### config.mk
export PLATFORM = sky130hd
export DESIGN_NAME = keypad_edge_and_autorepeat_core
export DESIGN_NICKNAME = d
export VERILOG_FILES = /design/src/rtl/core/kae_pkg.sv /design/src/rtl/core/kae_arrow_repeat.sv /design/src/rtl/core/keypad_edge_and_autorepeat_core.sv
export SDC_FILE = /design/constraint.sdc
export NUM_CORES = 1
export LEC_CHECK = 0
export BUFFER_PORTS_ARGS = -buffer_cell sky130_fd_sc_hd__buf_2
export CORE_UTILIZATION = 45
export DETAILED_ROUTE_END_ITERATION = 6
export PLACE_DENSITY_LB_ADDON = 0.25
export SYNTH_ARGS = -nofsm -noshare
export SYNTH_HDL_FRONTEND = slang
export SYNTH_HIERARCHICAL = 1
export SYNTH_SLANG_ARGS = --single-unit
### constraint.sdc
create_clock -name aclk -period 5 [get_ports aclk]
set_input_delay 1.25 -clock aclk [delete_from_list [all_inputs] [get_ports aclk]]
set_output_delay 1.25 -clock aclk [all_outputs]
set_load 0.005 [all_outputs]
### src/rtl/core/kae_pkg.sv
package kae_pkg;

    // Scan layout
    localparam int unsigned SCAN_W     = 64;
    localparam int unsigned GROUP_W    = 8;
    localparam int unsigned ARROW_GRP  = 7;
    localparam int unsigned NUM_ARROWS = 4;

    // Counter widths
    localparam int unsigned HOLD_W  = 16;
    localparam int unsigned PHASE_W = 8;
    localparam int unsigned CFG_W   = 8;

    // Result packing: held, pressed, released, arrow_fire, zero pad to bytes
    localparam int unsigned FIRE_W   = NUM_ARROWS;
    localparam int unsigned RES_BITS = 3 * SCAN_W + FIRE_W;
    localparam int unsigned M_DATA_W = ((RES_BITS + 7) / 8) * 8;
    localparam int unsigned PAD_W    = M_DATA_W - RES_BITS;

    // Register indexes on the write port
    localparam logic REG_INITIAL_DELAY = 1'b0;
    localparam logic REG_REPEAT_PERIOD = 1'b1;

    localparam logic [CFG_W-1:0] INITIAL_DELAY_RST = 8'd15;
    localparam logic [CFG_W-1:0] REPEAT_PERIOD_RST = 8'd4;

    // Position of each arrow within the arrow group, in arrow_fire order
    // (up, down, left, right)
    typedef logic [2:0] arrow_pos_t;
    localparam arrow_pos_t ARROW_BIT [NUM_ARROWS] = '{3'd3, 3'd0, 3'd1, 3'd2};

    // Per-arrow step control from the top level
    typedef struct packed {
        logic step;
        logic now_down;
        logic prev_down;
    } arrow_ctl_t;

endpackage

### src/rtl/core/kae_arrow_repeat.sv
module kae_arrow_repeat (
    input  logic                             aclk,
    input  logic                             aresetn,
    input  kae_pkg::arrow_ctl_t              ctl,
    input  logic [kae_pkg::CFG_W-1:0]        initial_delay,
    input  logic [kae_pkg::CFG_W-1:0]        repeat_period,
    output logic                             fire
);

    logic                          held_reg, held_next;
    logic [kae_pkg::HOLD_W-1:0]    hold_reg, hold_next;
    logic [kae_pkg::PHASE_W-1:0]   phase_reg, phase_next;

    logic [kae_pkg::HOLD_W-1:0]    hold_inc;
    logic [kae_pkg::PHASE_W:0]     phase_inc;
    logic                          below_delay;
    logic                          phase_wrap;

    assign hold_inc    = hold_reg + kae_pkg::HOLD_W'(1);
    assign below_delay = hold_inc < kae_pkg::HOLD_W'(initial_delay);
    assign phase_inc   = {1'b0, phase_reg} + (kae_pkg::PHASE_W + 1)'(1);
    // period 0 behaves as 1: any increment reaches it
    assign phase_wrap  = phase_inc >= {1'b0, repeat_period};

    // Next state and fire for one frame
    always_comb begin
        held_next  = held_reg;
        hold_next  = hold_reg;
        phase_next = phase_reg;
        fire       = 1'b0;
        if (ctl.step) begin
            priority if (!ctl.now_down) begin
                held_next  = 1'b0;
                hold_next  = '0;
                phase_next = '0;
            end else if (!ctl.prev_down) begin
                // press frame always fires
                held_next  = 1'b1;
                hold_next  = '0;
                phase_next = '0;
                fire       = 1'b1;
            end else if (!held_reg) begin
                held_next  = 1'b1;
                hold_next  = '0;
                phase_next = '0;
            end else if (below_delay) begin
                hold_next  = hold_inc;
                phase_next = '0;
            end else begin
                hold_next  = hold_inc;
                fire       = (phase_reg == '0);
                phase_next = phase_wrap ? '0 : phase_inc[kae_pkg::PHASE_W-1:0];
            end
        end
    end

    always_ff @(posedge aclk) begin
        if (!aresetn) begin
            held_reg  <= 1'b0;
            hold_reg  <= '0;
            phase_reg <= '0;
        end else begin
            held_reg  <= held_next;
            hold_reg  <= hold_next;
            phase_reg <= phase_next;
        end
    end

endmodule

### src/rtl/core/keypad_edge_and_autorepeat_core.sv
// Keypad edge detector with auto-repeat for the four arrow keys. Each input
// item is one 64-bit key scan (group g in bits 8g+7..8g, 1 = down); each
// scan yields exactly one result item with the held, newly pressed and newly
// released masks plus arrow repeat events (bit0 up, bit1 down, bit2 left,
// bit3 right; arrows sit in scan bits 59, 56, 57, 58). An arrow fires on its
// press frame, then after initial_delay held frames, then every
// repeat_period frames; release clears it. One item is accepted per cycle
// unless the output stalls, via the input register, then the result
// register; a stalled result register holds, and the input register then
// takes the next scan only if empty. Write initial_delay (index 0) and
// repeat_period (index 1) only while no item is in flight.
module keypad_edge_and_autorepeat_core (
    input  logic                              aclk,
    input  logic                              aresetn,

    // scan input: tdata = scan_bits[63:0]
    input  logic                              s_tvalid,
    output logic                              s_tready,
    input  logic [kae_pkg::SCAN_W-1:0]        s_tdata,

    // result: tdata = held_keys[63:0], pressed_keys[127:64],
    //   released_keys[191:128], arrow_fire[195:192], zero pad [199:196]
    output logic                              m_tvalid,
    input  logic                              m_tready,
    output logic [kae_pkg::M_DATA_W-1:0]      m_tdata,

    // configuration write port
    input  logic                              cfg_we,
    input  logic                              cfg_index,
    input  logic [kae_pkg::CFG_W-1:0]         cfg_wdata
);

    logic [kae_pkg::CFG_W-1:0]    delay_reg, delay_next;
    logic [kae_pkg::CFG_W-1:0]    period_reg, period_next;

    logic                         in_valid_reg, in_valid_next;
    logic [kae_pkg::SCAN_W-1:0]   in_scan_reg, in_scan_next;
    logic [kae_pkg::SCAN_W-1:0]   prev_scan_reg, prev_scan_next;

    logic                         out_valid_reg, out_valid_next;
    logic [kae_pkg::M_DATA_W-1:0] out_data_reg, out_data_next;

    logic                         advance;
    logic                         step;
    logic [kae_pkg::GROUP_W-1:0]  cur_grp;
    logic [kae_pkg::GROUP_W-1:0]  prev_grp;
    logic [kae_pkg::FIRE_W-1:0]   fire;
    kae_pkg::arrow_ctl_t          arrow_ctl [kae_pkg::NUM_ARROWS];

    // Pipeline control
    assign advance  = !out_valid_reg || m_tready;
    assign step     = in_valid_reg && advance;
    assign s_tready = !in_valid_reg || advance;
    assign m_tvalid = out_valid_reg;
    assign m_tdata  = out_data_reg;

    // Configuration registers
    always_comb begin
        delay_next  = delay_reg;
        period_next = period_reg;
        if (cfg_we) begin
            unique case (cfg_index)
                kae_pkg::REG_INITIAL_DELAY: delay_next  = cfg_wdata;
                kae_pkg::REG_REPEAT_PERIOD: period_next = cfg_wdata;
                default: ;
            endcase
        end
    end

    // Arrow group of this and the previous frame
    assign cur_grp  = in_scan_reg[kae_pkg::ARROW_GRP*kae_pkg::GROUP_W +: kae_pkg::GROUP_W];
    assign prev_grp = prev_scan_reg[kae_pkg::ARROW_GRP*kae_pkg::GROUP_W +: kae_pkg::GROUP_W];

    // One repeat unit per arrow
    for (genvar k = 0; k < kae_pkg::NUM_ARROWS; k++) begin : g_arrow
        assign arrow_ctl[k].step      = step;
        assign arrow_ctl[k].now_down  = cur_grp[kae_pkg::ARROW_BIT[k]];
        assign arrow_ctl[k].prev_down = prev_grp[kae_pkg::ARROW_BIT[k]];

        kae_arrow_repeat u_arrow (
            .aclk          (aclk),
            .aresetn       (aresetn),
            .ctl           (arrow_ctl[k]),
            .initial_delay (delay_reg),
            .repeat_period (period_reg),
            .fire          (fire[k])
        );
    end

    // Input register and previous scan
    always_comb begin
        in_valid_next  = in_valid_reg;
        in_scan_next   = in_scan_reg;
        prev_scan_next = prev_scan_reg;
        if (s_tready) begin
            in_valid_next = s_tvalid;
            if (s_tvalid) begin
                in_scan_next = s_tdata;
            end
        end
        if (step) begin
            prev_scan_next = in_scan_reg;
        end
    end

    // Result register
    always_comb begin
        out_valid_next = out_valid_reg;
        out_data_next  = out_data_reg;
        if (advance) begin
            out_valid_next = in_valid_reg;
        end
        if (step) begin
            out_data_next = {{kae_pkg::PAD_W{1'b0}},
                             fire,
                             ~in_scan_reg & prev_scan_reg,
                             in_scan_reg & ~prev_scan_reg,
                             in_scan_reg};
        end
    end

    always_ff @(posedge aclk) begin
        if (!aresetn) begin
            delay_reg     <= kae_pkg::INITIAL_DELAY_RST;
            period_reg    <= kae_pkg::REPEAT_PERIOD_RST;
            in_valid_reg  <= 1'b0;
            out_valid_reg <= 1'b0;
            prev_scan_reg <= '0;
        end else begin
            delay_reg     <= delay_next;
            period_reg    <= period_next;
            in_valid_reg  <= in_valid_next;
            out_valid_reg <= out_valid_next;
            prev_scan_reg <= prev_scan_next;
        end
    end

    // Payload registers
    always_ff @(posedge aclk) begin
        in_scan_reg  <= in_scan_next;
        out_data_reg <= out_data_next;
    end

endmodule

==> impl_metrics.csv <==
group,metric,value,unit
yosys,synth_top_area_frac,0.397,
power_and_ir_drop,vdd_drop_max,268,uV
power_and_ir_drop,total_power,7.98,mW
yosys,synthCells,1751,
cells_and_area,largest_reg_flops,196,
clock_tree,htree_levels,2,
timing,hold_violations,0,
yosys,synth_seq_cells,442,
cells_and_area,utilization,0.535,
global_routing,track_usage,0.190,
die,die_w,211,um
setup_path,endpoint_kind,"flop",
timing,rsz0062_at_grt,"false",
placed_design,portBuffers,275,
setup_path,cp_max_fo,18,
timing,finalCritPeriodShare,0.639,
clock_tree,cts_resized,0,
global_routing,grt_pass1_wl,67.2,mm
global_routing,grt_overflow,0,
yosys,synth_area,19700,um^2
global_routing,grt_pass1_vias,12700,
min_path,hold_end,"prev_scan_reg[54]",
placed_design,dpl-instance-area,21500,um^2
yosys,yosysSeqAreaShare,0.582,
setup_path,cp.required,5.52,ns
clock_tree,cts_buffer_depth,3,
cells_and_area,final_area,23100,um^2
placed_design,dp_slack,1.18,ns
clock_tree,cts_root_buf,"clkbuf_16",
power_and_ir_drop,p_per_area,346,nW/um^2
timing,whs,0.468,ns
route,vias,13600,
clock_tree,cts_setup_buffers,0,
clock_tree,clk_transition_reported_paths,0.06,ns
yosys,synth_compound_area_frac,0.0878,
clock_tree,cts_made_buffers,47,
cells_and_area,drive_gt1_frac,0.203,
timing,slew_violations,0,
placed_design,placedCellCount,2554,
power_and_ir_drop,p_leak,9.03,nW
placed_design,dpl.hpwl,29.4,mm
yosys,synth-async-reset-ratio,0,
route,dr.pass1.iters,5,
route,via_per_inst,5.15,
yosys,synth_simple_gate_area_frac,0.187,
cells_and_area,area_growth,17.3,%
yosys,syn_area_per_cell,11.2,um^2
clock_tree,cts_sinks,442,
timing,slew_headroom,0.411,
global_routing,antenna_found_initial,0,
clock_tree,worstSkewPairLatency,0.59,ns
yosys,synth_warnings,6,
timing,setup_ws,1.80,ns
min_path,holdPathStages,2,
setup_path,r2r_slack,2.11,ns
clock_tree,cts_tree,"yes",
setup_path,crit_type,"in -> reg",
yosys,yosys.area_share.xor_xnor,0.0281,
cells_and_area,final_nets,2168,
die,row_count,76,
timing,finClkSkew,0.0187,ns
min_path,holdCritPathClass,"reg -> reg",
outcome,status,"finished, final reports clean",
cells_and_area,stdcell_count,2643,
setup_path,reg2reg_depth,10,
yosys,synthFlopType,"edfxtp_1",
die,die-area,44500,um^2
setup_path,r2r_end,"g_arrow[1].u_arrow/phase_reg[5]",
timing,min_period,3.20,ns
route,postRouteWirelength,42.9,mm
yosys,yosys.area.top_type,"edfxtp_1",
timing,finalSetupViolCount,0,
clock_tree,postCtsHoldBufs,0,
setup_path,arrival,3.72,ns
setup_path,r2r_start,"g_arrow[1].u_arrow/phase_reg[0]",
route,dr.first_iter.drc_count,798,
yosys,synth_fa_ha_area_frac,0.0458,
yosys,synth_cell_types,63,
placed_design,gp_congestion,0.818,
setup_path,start_kind,"input port",
min_path,worstHoldStart,"prev_scan_reg[54]",
yosys,synth_top_family_by_area,"simple AND/OR/NAND/NOR gates",
die,die_h,211,um
timing,finalSetupTns,0,ns
die,io_pins,280,
die,initial_core_util,0.456,
timing,max_freq,0.313,GHz
timing,tightest_slew,0.881,ns
cells_and_area,layout_common_cells,"301 x nand2_1, 274 x buf_2, 260 x edfxtp_1",
yosys,muxShareOfSynthArea,0.0326,
global_routing,grt_max_degree,148,
yosys,synthTopCellsByArea,"edfxtp_1 40%, dfxtp_1 19%, nand2_1 5.7%, ha_1 4.6%, nor2b_1 4.6%",
route,ant_nets,0,
die,coreArea,43100,um^2
route,wl_per_cell,16.2,um
route,drc,0,
yosys,synth-edff-count,260,
cells_and_area,final_common_cell,"nand2_1",
flow_run,cap_violations,0,
## layer usage
layer / share of wire / vias up / track usage / wire length, um
li1: - / 6713 / - / -
met4: 0.021 / 0 / 0.0555 / 895
met1: 0.46 / 6494 / 0.255 / 19700
met5: 0 / - / 0 / 0
met2: 0.46 / 336 / 0.305 / 19500
met3: 0.063 / 76 / 0.0437 / 2700
## worst max-delay path by stage
| stage | start | end | slack, ns | depth (start not counted) |
|---|---|---|---|---|
| final | m_tready | g_arrow[0].u_arrow/phase_reg[5] | 1.80 | 10 |
| after detailed placement | m_tready | g_arrow[0].u_arrow/phase_reg[5] | 1.18 | 10 |
| after floorplan | m_tready | g_arrow[0].u_arrow/phase_reg[5] | 0.51 | 9 |
| after global routing | m_tready | g_arrow[0].u_arrow/phase_reg[6] | 1.60 | 10 |
| after global placement | m_tready | g_arrow[0].u_arrow/phase_reg[6] | 1.26 | 10 |
| after CTS | m_tready | g_arrow[0].u_arrow/phase_reg[5] | 1.82 | 10 |
## worst max-delay path: stages
cell,delay (ns)
buf_2,0.10
nor2b_4,0.05
nor2b_4,0.52
buf_4,0.35
nand4_1,0.10
buf_4,0.22
a311o_1,0.33
a21oi_1,0.46
o21ai_2,0.17
o211ai_2,0.16
## cells in the mapped netlist, types with 6 or more instances
library cell and instances:
nor4b_1 8, o211ai_1 22, a21o_1 8, nand3_1 41, o21ai_1 8, a211oi_1 12
a311oi_1 9, edfxtp_1 260, nor2b_1 144, o21ai_0 29, nand4_1 12, xor2_1 15
nand2b_1 13, nor3_1 50, a21oi_1 64, nor4_1 8, o21a_1 10, buf_4 8
buf_2 23, nand2_1 301, dfxtp_1 182, and3_1 13, xnor2_1 48, o2111ai_1 8
clkbuf_1 34, a22oi_1 6, inv_1 80, mux2i_1 64, a21boi_0 20, o211ai_2 7
nor2_1 78, ha_1 72
## report_power, final
| part | leakage (nW) | internal, mW | switching [mW] |
|---|---|---|---|
| logic | 4.34 | 0.163 | 0.242 |
| clock network | 0.755 | 2.02 | 1.45 |
| registers | 3.94 | 4.02 | 0.0871 |
| total | 9.03 | 6.20 | 1.78 |
## cells by family (layout without fill, tap and decap cells)
family / Yosys count / in the layout
AOI/OAI and AO/OA: 237 / 237
xor gates and xnor gates: 63 / 63
other: 1 / 5
buffers and inverters: 155 / 458
and+or+nand+nor: 717 / 717
DFF: 442 / 442
adders and majority gates: 72 / 72
muxes: 64 / 64
## cell type report
class                   instances  area (um^2)
diodes                          1         2.50
flip-flops and latches        442        11500
clock buffers                  69         1370
fillers                      3754        20000
repair buffers                290         1500
clock inverters                19          180
well taps                     585          732
multi-input cells            1157         7520
inverters                      80          300
Note: power is estimated with default switching activity, not from simulation.
